==> src/rtl/core/utf8_stream_decoder_unit_defines.svh <==
// Assertion macros shared by the decoder RTL.
// Every macro samples on the rising edge of clk and is quiet while rst_n is low.
`ifndef UTF8_STREAM_DECODER_UNIT_DEFINES_SVH
`define UTF8_STREAM_DECODER_UNIT_DEFINES_SVH

// The consequent must hold in the same cycle as the antecedent.
`define U8SD_ASSERT_SAME(label, ante, cons, msg) \
    label: assert property (@(posedge clk) disable iff (!rst_n) (ante) |-> (cons)) \
        else $error(msg);

// The consequent must hold in the cycle after the antecedent.
`define U8SD_ASSERT_NEXT(label, ante, cons, msg) \
    label: assert property (@(posedge clk) disable iff (!rst_n) (ante) |=> (cons)) \
        else $error(msg);

`endif

==> src/rtl/core/u8sd_pkg.sv <==
`timescale 1ns / 1ps

package u8sd_pkg;

    // Queue between the front end and the back end
    localparam int Q_DEPTH = 4;
    localparam int Q_AW    = $clog2(Q_DEPTH);
    localparam int Q_CW    = $clog2(Q_DEPTH + 1);

    // A queue entry holds up to four bytes, so its length needs three bits
    localparam int LEN_W = 3;
    localparam int CP_W  = 21;

    typedef logic [3:0][7:0] u8sd_bytes_t;

    // One unit of work for the back end: bytes to decode, lead byte in slot 0
    typedef struct packed {
        u8sd_bytes_t      bytes;
        logic [LEN_W-1:0] len;
    } u8sd_entry_t;

    // Number of continuation bytes that a lead byte asks for
    function automatic logic [1:0] cont_count(input logic [7:0] c);
        logic [1:0] k;
        case (c) inside
            8'b0???????: k = 2'd0;
            8'b110?????: k = 2'd1;
            8'b1110????: k = 2'd2;
            8'b11110???: k = 2'd3;
            default:     k = 2'd0;
        endcase
        return k;
    endfunction

    // Assemble a code point from a lead byte and k continuation bytes.
    // A lead with no continuation (including invalid leads) passes through.
    function automatic logic [CP_W-1:0] decode_seq(input u8sd_bytes_t b,
                                                   input logic [1:0] k);
        logic [CP_W-1:0] v;
        case (k)
            2'd0:    v = {13'd0, b[0]};
            2'd1:    v = {10'd0, b[0][4:0], b[1][5:0]};
            2'd2:    v = {5'd0, b[0][3:0], b[1][5:0], b[2][5:0]};
            2'd3:    v = {b[0][2:0], b[1][5:0], b[2][5:0], b[3][5:0]};
            default: v = '0;
        endcase
        return v;
    endfunction

endpackage

==> src/rtl/core/u8sd_front.sv <==
`timescale 1ns / 1ps

`include "utf8_stream_decoder_unit_defines.svh"

module u8sd_front
    import u8sd_pkg::*;
(
    input  logic        clk,
    input  logic        rst_n,
    input  logic        accept,
    input  logic [7:0]  data_byte,
    input  logic        buffer_end,
    output logic        q_push,
    output u8sd_entry_t q_data
);

    logic [1:0] held_cnt_reg;
    logic [1:0] held_cnt_next;
    logic [1:0] needed_reg;
    logic [1:0] needed_next;
    logic [7:0] held_byte_reg [0:2];
    logic [1:0] lead_k;
    logic       store_byte;

    assign lead_k = cont_count(data_byte);

    // Entry: held bytes followed by the new byte
    always_comb
    begin
        q_data.bytes[0] = (held_cnt_reg > 2'd0) ? held_byte_reg[0] : data_byte;
        q_data.bytes[1] = (held_cnt_reg > 2'd1) ? held_byte_reg[1] : data_byte;
        q_data.bytes[2] = (held_cnt_reg > 2'd2) ? held_byte_reg[2] : data_byte;
        q_data.bytes[3] = data_byte;
        q_data.len      = {1'b0, held_cnt_reg} + LEN_W'(1);
    end

    // Classify the byte: hand work to the back end, or gather it
    always_comb
    begin
        q_push        = 1'b0;
        store_byte    = 1'b0;
        held_cnt_next = held_cnt_reg;
        needed_next   = needed_reg;
        if (accept)
        begin
            if (buffer_end)
            begin
                q_push        = 1'b1;
                held_cnt_next = 2'd0;
                needed_next   = 2'd0;
            end
            else if (held_cnt_reg == 2'd0)
            begin
                if (lead_k == 2'd0)
                begin
                    q_push = 1'b1;
                end
                else
                begin
                    store_byte    = 1'b1;
                    held_cnt_next = 2'd1;
                    needed_next   = lead_k;
                end
            end
            else if (needed_reg == 2'd1)
            begin
                q_push        = 1'b1;
                held_cnt_next = 2'd0;
                needed_next   = 2'd0;
            end
            else
            begin
                store_byte    = 1'b1;
                held_cnt_next = held_cnt_reg + 2'd1;
                needed_next   = needed_reg - 2'd1;
            end
        end
    end

    always_ff @(posedge clk or negedge rst_n)
    begin
        if (!rst_n)
        begin
            held_cnt_reg <= 2'd0;
            needed_reg   <= 2'd0;
        end
        else
        begin
            held_cnt_reg <= held_cnt_next;
            needed_reg   <= needed_next;
        end
    end

    // Held bytes of the open sequence
    always_ff @(posedge clk)
    begin
        if (store_byte && (held_cnt_reg != 2'd3))
        begin
            held_byte_reg[held_cnt_reg] <= data_byte;
        end
    end

    `U8SD_ASSERT_SAME(a_open_seq_needs_bytes, held_cnt_reg != 2'd0, needed_reg != 2'd0, "open sequence with nothing missing")

endmodule

==> src/rtl/core/u8sd_fifo.sv <==
`timescale 1ns / 1ps

`include "utf8_stream_decoder_unit_defines.svh"

module u8sd_fifo
    import u8sd_pkg::*;
(
    input  logic        clk,
    input  logic        rst_n,
    input  logic        wr_en,
    input  u8sd_entry_t wr_data,
    output logic        full,
    input  logic        rd_en,
    output u8sd_entry_t rd_data,
    output logic        empty
);

    u8sd_entry_t       mem_reg [0:Q_DEPTH-1];
    logic [Q_AW-1:0]   wr_ptr_reg;
    logic [Q_AW-1:0]   rd_ptr_reg;
    logic [Q_CW-1:0]   count_reg;
    logic              do_wr;
    logic              do_rd;

    assign full    = (count_reg == Q_CW'(Q_DEPTH));
    assign empty   = (count_reg == '0);
    assign do_wr   = wr_en && !full;
    assign do_rd   = rd_en && !empty;
    assign rd_data = mem_reg[rd_ptr_reg];

    // Pointers and fill level
    always_ff @(posedge clk or negedge rst_n)
    begin
        if (!rst_n)
        begin
            wr_ptr_reg <= '0;
            rd_ptr_reg <= '0;
            count_reg  <= '0;
        end
        else
        begin
            if (do_wr)
            begin
                wr_ptr_reg <= wr_ptr_reg + Q_AW'(1);
            end
            if (do_rd)
            begin
                rd_ptr_reg <= rd_ptr_reg + Q_AW'(1);
            end
            if (do_wr && !do_rd)
            begin
                count_reg <= count_reg + Q_CW'(1);
            end
            else if (do_rd && !do_wr)
            begin
                count_reg <= count_reg - Q_CW'(1);
            end
        end
    end

    // Storage
    always_ff @(posedge clk)
    begin
        if (do_wr)
        begin
            mem_reg[wr_ptr_reg] <= wr_data;
        end
    end

    `U8SD_ASSERT_SAME(a_q_empty_ptrs, count_reg == '0, wr_ptr_reg == rd_ptr_reg, "empty queue with pointers apart")

endmodule

==> src/rtl/core/u8sd_back.sv <==
`timescale 1ns / 1ps

`include "utf8_stream_decoder_unit_defines.svh"

module u8sd_back
    import u8sd_pkg::*;
(
    input  logic            clk,
    input  logic            rst_n,
    input  logic            q_empty,
    input  u8sd_entry_t     q_data,
    output logic            q_pop,
    output logic            empty,
    input  logic            pop,
    output logic [CP_W-1:0] code_point,
    output logic            end_of_text,
    output logic            last_of_run
);

    u8sd_bytes_t      work_bytes_reg;
    u8sd_bytes_t      work_bytes_next;
    logic [LEN_W-1:0] rem_reg;
    logic [LEN_W-1:0] rem_next;
    logic             out_valid_reg;
    logic             out_valid_next;
    logic [CP_W-1:0]  out_cp_reg;
    logic             out_eot_reg;
    logic             out_last_reg;

    logic [1:0]       k;
    logic [LEN_W-1:0] need;
    logic             fits;
    logic [LEN_W-1:0] adv;
    logic [LEN_W-1:0] rem_after;
    logic [CP_W-1:0]  step_cp;
    logic             take;
    logic             step;
    logic             load;
    u8sd_bytes_t      shifted;

    // Decode the sequence that starts at the front of the work bytes
    assign k         = cont_count(work_bytes_reg[0]);
    assign need      = {1'b0, k} + LEN_W'(1);
    assign fits      = (need <= rem_reg);
    assign adv       = fits ? need : LEN_W'(1);
    assign rem_after = rem_reg - adv;
    assign step_cp   = fits ? decode_seq(work_bytes_reg, k) : '0;

    // Output register free, or being emptied this cycle
    assign take  = !out_valid_reg || pop;
    assign step  = (rem_reg != '0) && take;
    assign load  = !q_empty && ((rem_reg == '0) || (step && (rem_after == '0)));
    assign q_pop = load;

    // Drop the consumed bytes
    always_comb
    begin
        case (adv)
            3'd1:    shifted = {8'd0, work_bytes_reg[3:1]};
            3'd2:    shifted = {16'd0, work_bytes_reg[3:2]};
            3'd3:    shifted = {24'd0, work_bytes_reg[3]};
            default: shifted = '0;
        endcase
    end

    always_comb
    begin
        work_bytes_next = work_bytes_reg;
        rem_next        = rem_reg;
        if (load)
        begin
            work_bytes_next = q_data.bytes;
            rem_next        = q_data.len;
        end
        else if (step)
        begin
            work_bytes_next = shifted;
            rem_next        = rem_after;
        end
    end

    always_comb
    begin
        out_valid_next = out_valid_reg;
        if (step)
        begin
            out_valid_next = 1'b1;
        end
        else if (pop)
        begin
            out_valid_next = 1'b0;
        end
    end

    // Control state
    always_ff @(posedge clk or negedge rst_n)
    begin
        if (!rst_n)
        begin
            rem_reg       <= '0;
            out_valid_reg <= 1'b0;
        end
        else
        begin
            rem_reg       <= rem_next;
            out_valid_reg <= out_valid_next;
        end
    end

    // Work bytes and result payload
    always_ff @(posedge clk)
    begin
        work_bytes_reg <= work_bytes_next;
        if (step)
        begin
            out_cp_reg   <= step_cp;
            out_eot_reg  <= !fits;
            out_last_reg <= (rem_after == '0);
        end
    end

    assign empty       = !out_valid_reg;
    assign code_point  = out_cp_reg;
    assign end_of_text = out_eot_reg;
    assign last_of_run = out_last_reg;

    `U8SD_ASSERT_NEXT(a_load_gives_work, load, rem_reg != '0, "loaded entry with no bytes")
    `U8SD_ASSERT_SAME(a_eot_zero_cp, out_valid_reg && out_eot_reg, out_cp_reg == '0, "end-of-text result with non-zero code point")

endmodule

==> src/rtl/core/utf8_stream_decoder_unit.sv <==
`timescale 1ns / 1ps

// UTF-8 stream decoder. Bytes go in through a queue-style port (push/full), one
// per cycle for as long as full is low; decoded code points come out through a
// queue-style port (empty/pop), at most one per cycle. A byte that completes a
// sequence, or a plain byte, gives one result; the byte flagged as buffer end
// flushes any open sequence and can give up to three results (end-of-text plus
// re-decoded bytes), which the back-end sequencer emits in order as the output
// register frees. The front end classifies bytes and gathers sequences; a
// four-entry queue of decode jobs separates it from the back end, so full only
// rises when the result side stalls or a run of buffer ends outpaces the
// one-result-per-cycle output. Results pass the queue, the work-byte register
// and output register. last_of_run marks the final result caused by one byte.

module utf8_stream_decoder_unit
    import u8sd_pkg::*;
(
    input  logic            clk,
    input  logic            rst_n,
    input  logic            push,
    output logic            full,
    input  logic [7:0]      data_byte,
    input  logic            buffer_end,
    output logic            empty,
    input  logic            pop,
    output logic [CP_W-1:0] code_point,
    output logic            end_of_text,
    output logic            last_of_run
);

    logic        accept;
    logic        q_push;
    u8sd_entry_t q_wr_data;
    logic        q_pop;
    u8sd_entry_t q_rd_data;
    logic        q_empty;

    // Input transfer
    assign accept = push && !full;

    u8sd_front u_front (
        .clk        (clk),
        .rst_n      (rst_n),
        .accept     (accept),
        .data_byte  (data_byte),
        .buffer_end (buffer_end),
        .q_push     (q_push),
        .q_data     (q_wr_data)
    );

    u8sd_fifo u_fifo (
        .clk     (clk),
        .rst_n   (rst_n),
        .wr_en   (q_push),
        .wr_data (q_wr_data),
        .full    (full),
        .rd_en   (q_pop),
        .rd_data (q_rd_data),
        .empty   (q_empty)
    );

    u8sd_back u_back (
        .clk         (clk),
        .rst_n       (rst_n),
        .q_empty     (q_empty),
        .q_data      (q_rd_data),
        .q_pop       (q_pop),
        .empty       (empty),
        .pop         (pop),
        .code_point  (code_point),
        .end_of_text (end_of_text),
        .last_of_run (last_of_run)
    );

endmodule
==> config.mk <==
export PLATFORM = sky130hd
export DESIGN_NAME = utf8_stream_decoder_unit
export DESIGN_NICKNAME = d
export VERILOG_FILES = /design/src/rtl/core/u8sd_pkg.sv /design/src/rtl/core/u8sd_front.sv /design/src/rtl/core/u8sd_fifo.sv /design/src/rtl/core/u8sd_back.sv /design/src/rtl/core/utf8_stream_decoder_unit.sv
export VERILOG_INCLUDE_DIRS = /design/src /design/src/rtl/core
export SDC_FILE = /design/constraint.sdc
export NUM_CORES = 1
export LEC_CHECK = 0
export BUFFER_PORTS_ARGS = -buffer_cell sky130_fd_sc_hd__buf_2
export CORE_MARGIN = 8
export CORE_UTILIZATION = 40
export CTS_BUF_LIST = sky130_fd_sc_hd__clkbuf_16
export CTS_CLUSTER_SIZE = 10
export DETAILED_ROUTE_END_ITERATION = 10
export PLACE_DENSITY = 0.54
export SLEW_MARGIN = 20
export SYNTH_ARGS = -nofsm -noshare
export SYNTH_HDL_FRONTEND = slang
export SYNTH_SLANG_ARGS = --single-unit
export TNS_END_PERCENT = 20
==> constraint.sdc <==
create_clock -name clk -period 5.2 [get_ports clk]
set_input_delay 0.26 -clock clk [delete_from_list [all_inputs] [get_ports clk]]
set_output_delay 0.26 -clock clk [all_outputs]
set_load 0.03 [all_outputs]
==> results of run 1 <==
cell type report:
cell class                      instances  area (µm²)  share of cell area (%)
Timing Repair Buffer                   51       295.3                   2.581
Sequential cell                       234        6953                   60.78
Clock inverter                         11       72.57                  0.6344
Multi-Input combinational cell        307        2838                   24.81
Inverter                               36       142.6                   1.247
Clock buffer                           29       725.7                   6.344
Tap cell                              330       412.9                   3.609
stage by stage:
step / cells / worst slack, ns / total power [mW] / utilization [%]
final: 998 / 0.3888 / 7.645 / 45.82
after global routing: 998 / 0.002312 / 8.091 / 45.82
after CTS: 998 / 0.3245 / 7.745 / 45.80
after detailed placement: 956 / 0.3558 / 5.992 / 42.53
after global placement: 956 / 0.5078 / 5.920 / 42.53
after floorplan: 607 / 0.2328 / 5.202 / -
how the worst max path moves through the flow:
stage / from / end / slack (ns) / depth (start not counted)
final: u_back.work_bytes_reg[3] / u_fifo.count_reg[2] / 0.39 / 20
after global routing: u_back.work_bytes_reg[3] / u_fifo.count_reg[2] / 0.002 / 21
after CTS: u_back.work_bytes_reg[3] / u_fifo.count_reg[2] / 0.32 / 21
after detailed placement: u_back.work_bytes_reg[3] / u_fifo.count_reg[2] / 0.36 / 21
after global placement: u_back.work_bytes_reg[3] / u_fifo.count_reg[2] / 0.51 / 21
after floorplan: u_back.work_bytes_reg[3] / u_fifo.count_reg[2] / 0.23 / 25
what timing repair did:
| action | 4_1_cts | 5_1_grt |
|---|---|---|
| gates resized for setup | 0 | 2 |
| endpoints found under the setup margin | 0 | 1 |
| hold buffers | 2 | 0 |
| endpoints found under the hold margin | 16 | 0 |
cells by family (layout without fill, tap and decap cells):
| logic type | count (synthesis) | after routing |
|---|---|---|
| DFF | 234 | 234 |
| and+or+nand+nor | 116 | 116 |
| muxes | 91 | 91 |
| AOI/OAI and AO/OA | 72 | 72 |
| buffers and inverters | 66 | 127 |
| adders and majority gates | 20 | 20 |
| xor gates and xnor gates | 8 | 8 |
critical path, stage by stage, from the launching register on:
cell and delay [ns]:
edfxtp_1 0.44, nand2b_1 0.17, a21o_1 0.27, ha_1 0.34, ha_1 0.31, nor2b_4 0.14
o311ai_4 0.23, nand2_1 0.10, ha_1 0.21, fa_1 0.44, xnor2_1 0.17, a21oi_1 0.16
and3b_1 0.21, or2_1 0.27, inv_6 0.19, ha_1 0.21, inv_1 0.06, fa_1 0.37
xor2_1 0.17, nor2_1 0.11, xor2_1 0.16
per-layer routing:
layer  part of all wire [%]  wire length, µm
met5                      0                0
met4                    2.1              432
met3                    5.2             1077
met2                     49            10160
met1                     44             9114
power by group through the flow:
stage	clock network (mW)	registers [mW]	logic (mW)
floorplan	0	3.18	2.03
global placement	0	3.12	2.80
finish	1.72	3.11	2.81
CTS	1.77	3.11	2.87
detailed placement	0	3.14	2.85
global route	1.84	3.16	3.09
layout by cell type, fill, tap and decap left out, types with 2 or more instances in the layout:
| cell type | n |
|---|---|
| buf_2 | 37 |
| xor2_1 | 3 |
| o21ai_0 | 20 |
| and3_1 | 2 |
| buf_4 | 12 |
| mux2_2 | 41 |
| nand2_1 | 40 |
| a221o_1 | 5 |
| a21oi_1 | 8 |
| mux2i_1 | 15 |
| dlygate4sd3_1 | 2 |
| nor3_1 | 7 |
| edfxtp_1 | 219 |
| nand3_1 | 5 |
| xnor2_1 | 5 |
| nand4_1 | 4 |
| a221oi_1 | 16 |
| dfrtp_1 | 14 |
| a22oi_1 | 13 |
| and2_1 | 15 |
| a222oi_1 | 3 |
| fa_1 | 2 |
| nor3b_1 | 2 |
| nor2_1 | 25 |
| a21o_1 | 2 |
| mux4_2 | 35 |
| inv_6 | 2 |
| ha_1 | 18 |
| inv_1 | 43 |
| nand2b_1 | 3 |
| nand3b_1 | 4 |
| clkbuf_16 | 29 |
==> flow_summary.json, run 1 <==
{
  "status": "completed",
  "period_minus_slack_ns": 4.811,
  "grt_antenna_before_repair": 0,
  "intPower_mw": 5.023,
  "synthesis.area_um2": 10070,
  "io_buffer_count": 37,
  "drc_errors": 0,
  "max-cap-violations": 0,
  "fmax_mhz": 207.8,
  "synth_edf_count": 219,
  "fin_area_um2": 11440,
  "criticalPathCategory": "reg2reg",
  "worstPathRequired_ns": 5.64,
  "place_area_um2": 10620,
  "ant_nets": 0,
  "use_met1_pct": 17.26,
  "die_x_um": 174.7,
  "slew_violations": 0,
  "grt.total_usage_pct": 13.54,
  "crit_path_end_kind": "flop",
  "holdWs_ns": 0.02968,
  "rows": 58,
  "path_clk_slew_ns": 0.06,
  "io_pins": 38,
  "timing.rr.start": "u_back.work_bytes_reg[3]",
  "power_density_nw_per_um2": 668.3,
  "nFillCells": 2186,
  "timing.rr.end": "u_fifo.count_reg[2]",
  "synth-xor-area-share_pct": 0.6957,
  "synth-compound-area-share_pct": 5.267,
  "min-delay-start": "data_byte[2]",
  "synth.area.mux_share_pct": 13.90,
  "htreeDepth": 1,
  "clock_tree.root_cell": "clkbuf_16",
  "power_switching_mw": 2.622,
  "cts_buffers": 28,
  "clk_latency_ns": 0.53,
  "wl_mm": 20.79,
  "largest_reg_flops": 140,
  "overflow": 0,
  "core-area_um2": 24960,
  "hold_end": "u_fifo.mem_reg[0][29]",
  "top_usage_layer": "met2",
  "r2r_cells": 20,
  "synth.top_cells.by_count": "edfxtp_1, mux2_2, nand2_1, mux4_2, inv_1",
  "tns_ns": 0,
  "num_antenna_cells": 0,
  "die_y_um": 174.7,
  "synthToLayoutAreaGrowth_pct": 13.58,
  "synth-adder-area-share_pct": 2.634,
  "arrival_ns": 5.26,
  "dr.pass1.iters": 5,
  "synth_area_leaders": "edfxtp_1, mux4_2, mux2_2",
  "cts_tree": "built",
  "ys_ff_latch": 234,
  "hpwl_mm": 13.12,
  "peakVddDrop_mv": 0.2579,
  "hold_viol_final": 0,
  "synth_cells": 607,
  "met2_usage_pct": 23.08,
  "maxSlewHeadroom_pct": 40.63,
  "cts.sinks": 234,
  "ys_warn_count": 0,
  "synth-main-ff-cell": "edfxtp_1",
  "p_seq_share_pct": 40.7,
  "p_comb_share_pct": 36.8,
  "worstPathMaxFanout": 19,
  "yosys.cell_count.top_type": "edfxtp_1",
  "clk_path_buf_depth": 3,
  "ys_seq_area_share_pct": 69.02,
  "nNetsFinal": 691,
  "synth.top_cell.area_share_pct": 65.29,
  "syn-num-nets": 640,
  "p_leak_nw": 4.088,
  "cp-start-kind": "flop",
  "ys_types": 46,
  "initial_core_util_pct": 40.35,
  "vias_per_cell": 5.328,
  "drt_first_iter_violations": 413,
  "power_frac_clock_pct": 22.6,
  "grt_pass1_wl_mm": 32.60,
  "synth-simple-area-share_pct": 5.652,
  "grt_max_degree": 37,
  "post_synth.cell_area_avg_um2": 16.59,
  "period_share_pct": 92.52,
  "synthArstFlopShare_pct": 6.410,
  "rsz0062_at_grt": "no",
  "first_global_vias": 5702,
  "dieArea_um2": 30510,
  "routedWlPerCell_um": 20.83,
  "setup_viol": 0,
  "drive_gt1_share_pct": 24.70,
  "synth_top_cell_by_area": "edfxtp_1",
  "power.share.switching_pct": 34.30,
  "grt_util_met3_pct": 2.396,
  "skew_ns": 0.01381,
  "tightest_slew_ns": 0.8873,
  "post_cts_buffers": 0,
  "rrSetupSlack_ns": 0.39,
  "holdPathStages": 1,
  "hp-class": "in2reg",
  "gp_congestion": 0.8084,
  "dr_total_vias": 5317,
  "synth_top_family_by_area": "multiplexers"
}
Note: power is estimated with default switching activity, not from simulation.
==> run 2, diff against run 1 <==
GPL_ROUTABILITY_DRIVEN = 0   (was not set)
PLACE_DENSITY = 0.52   (was 0.54)
clock period = 5.8 ns   (was 5.2 ns; I/O delays follow)
==> flow_summary.json, run 2 (synthesis results as in run 1) <==
{
  "wl_met1_mm": 9.220,
  "setup_viol": 0,
  "path_clk_slew_ns": 0.05,
  "dr_wl_met3_mm": 1.058,
  "criticalPathCategory": "reg2reg",
  "dr.pass1.iters": 5,
  "cts_buffers": 27,
  "fmax_mhz": 192.7,
  "hold_viol_final": 0,
  "post_cts_buffers": 0,
  "io_buffer_count": 37,
  "final.setup.worst_slack_ns": 0.6116,
  "grt_pass1_wl_mm": 32.55,
  "place_ws_ns": 0.6059,
  "drt_first_iter_violations": 416,
  "final_util_pct": 45.49,
  "arrival_ns": 5.64,
  "initial_core_util_pct": 40.35,
  "maxSlewHeadroom_pct": 40.26,
  "regArea_um2": 6953,
  "cp-start-kind": "flop",
  "holdWs_ns": 0.06480,
  "nFillCells": 2228,
  "p_leak_nw": 4.043,
  "timing.rr.start": "u_back.work_bytes_reg[3]",
  "largest_reg_flops": 140,
  "power_density_nw_per_um2": 590.2,
  "cts_hold_buffers": 2,
  "cts_resized": 0,
  "crit_start": "u_back.work_bytes_reg[3]",
  "htreeDepth": 1,
  "grt_max_degree": 37,
  "core-area_um2": 24960,
  "cts.sinks": 234,
  "ant_nets": 0,
  "peakVddDrop_mv": 0.2521,
  "rows": 58,
  "hpwl_mm": 13.11,
  "worstPathRequired_ns": 6.25,
  "drive_gt1_share_pct": 24.10,
  "dr_total_vias": 5311,
  "nNetsFinal": 688,
  "dieArea_um2": 30510,
  "slew_violations": 0,
  "clk_latency_ns": 0.53,
  "num_antenna_cells": 0,
  "worstPathMaxFanout": 19,
  "period_share_pct": 89.46,
  "hp-class": "in2reg",
  "grt_antenna_before_repair": 0,
  "max-cap-violations": 0,
  "grt.total_usage_pct": 13.51,
  "tns_ns": 0,
  "overflow": 0,
  "drc_errors": 0,
  "power_mw": 6.703,
  "tightest_slew_ns": 0.8928,
  "clock_tree.root_cell": "clkbuf_16",
  "top_layer_used": "met4",
  "io_pins": 38,
  "period_minus_slack_ns": 5.188,
  "cts_tree": "built",
  "synthToLayoutAreaGrowth_pct": 12.76,
  "die_y_um": 174.7,
  "first_global_vias": 5545,
  "crit_path_end_kind": "flop",
  "status": "completed",
  "multi_input_area_um2": 2838,
  "routedWlPerCell_um": 20.73,
  "vias_per_cell": 5.343,
  "wl_met2_mm": 9.911,
  "clk_path_buf_depth": 3,
  "most-common-layout-cells": "edfxtp_1, inv_1, mux2_2, nand2_1, buf_2",
  "die_x_um": 174.7,
  "rsz0062_at_grt": "no",
  "layout_commonest_cell": "edfxtp_1",
  "skew_ns": 0.01168,
  "min-delay-start": "data_byte[2]",
  "wl_mm": 20.61
}
==> run 2: cell types whose count changed in the layout (fill, tap and decap cells not counted), sizes merged <==
cell	previous run	this run
inv	46	45
buf	49	47
bufinv	1	0
clkbuf	29	27
clkinv	0	2
==> run 2: critical path: stages, from the launching register on <==
cell and delay, ns:
edfxtp_1 0.43, nand2b_1 0.17, a21o_1 0.25, ha_1 0.50
ha_1 0.31, nor2b_4 0.14, o311ai_4 0.47, nand2_1 0.11
ha_1 0.22, fa_1 0.42, xnor2_1 0.17, a21oi_1 0.16
and3b_1 0.21, or2_1 0.27, inv_6 0.20, ha_1 0.21
inv_1 0.06, fa_1 0.37, xor2_1 0.17, nor2_1 0.11
xor2_1 0.14
==> run 2: layer usage <==
layer | GRT usage (%) | vias to the layer above
li1 | - | 2439
met1 | 17.79 | 2719
met2 | 22.34 | 119
met3 | 2.547 | 34
met4 | 4.203 | 0
met5 | 0 | -
==> run 2: final timing paths <==
kind                                    endpoint  slack [ns]  depth (start not counted)
max                          u_fifo.count_reg[2]        0.61                         20
min                        u_fifo.mem_reg[1][29]        0.06                          1
max reg2reg                  u_fifo.count_reg[2]        0.61                         20
min reg2reg                  u_fifo.count_reg[2]        0.49                          1
max in group asynchronous   u_fifo.rd_ptr_reg[0]        5.29                          2
min in group asynchronous  u_front.needed_reg[1]        0.21                          2
==> run 2: area by class of cell <==
class                   instances  share of cell area, %
flip-flops and latches        234                  61.22
multi-input cells             307                  24.99
clock buffers                  27                  5.949
well taps                     330                  3.636
repair buffers                 49                  2.468
inverters                      36                  1.234
clock inverters                11                 0.5068
==> run 2: power by group <==
group | switching, mW | total, mW | internal (mW)
Sequential | 0.252 | 2.79 | 2.54
Combinational | 1.45 | 2.48 | 1.03
Clock | 0.604 | 1.43 | 0.827
Total | 2.31 | 6.70 | 4.39
==> run 2: per-stage QoR <==
stage,std cells,cell area [µm²]
finish,994,11360
global route,994,11360
CTS,994,11350
detailed placement,954,10600
global placement,954,10600
floorplan,607,10070
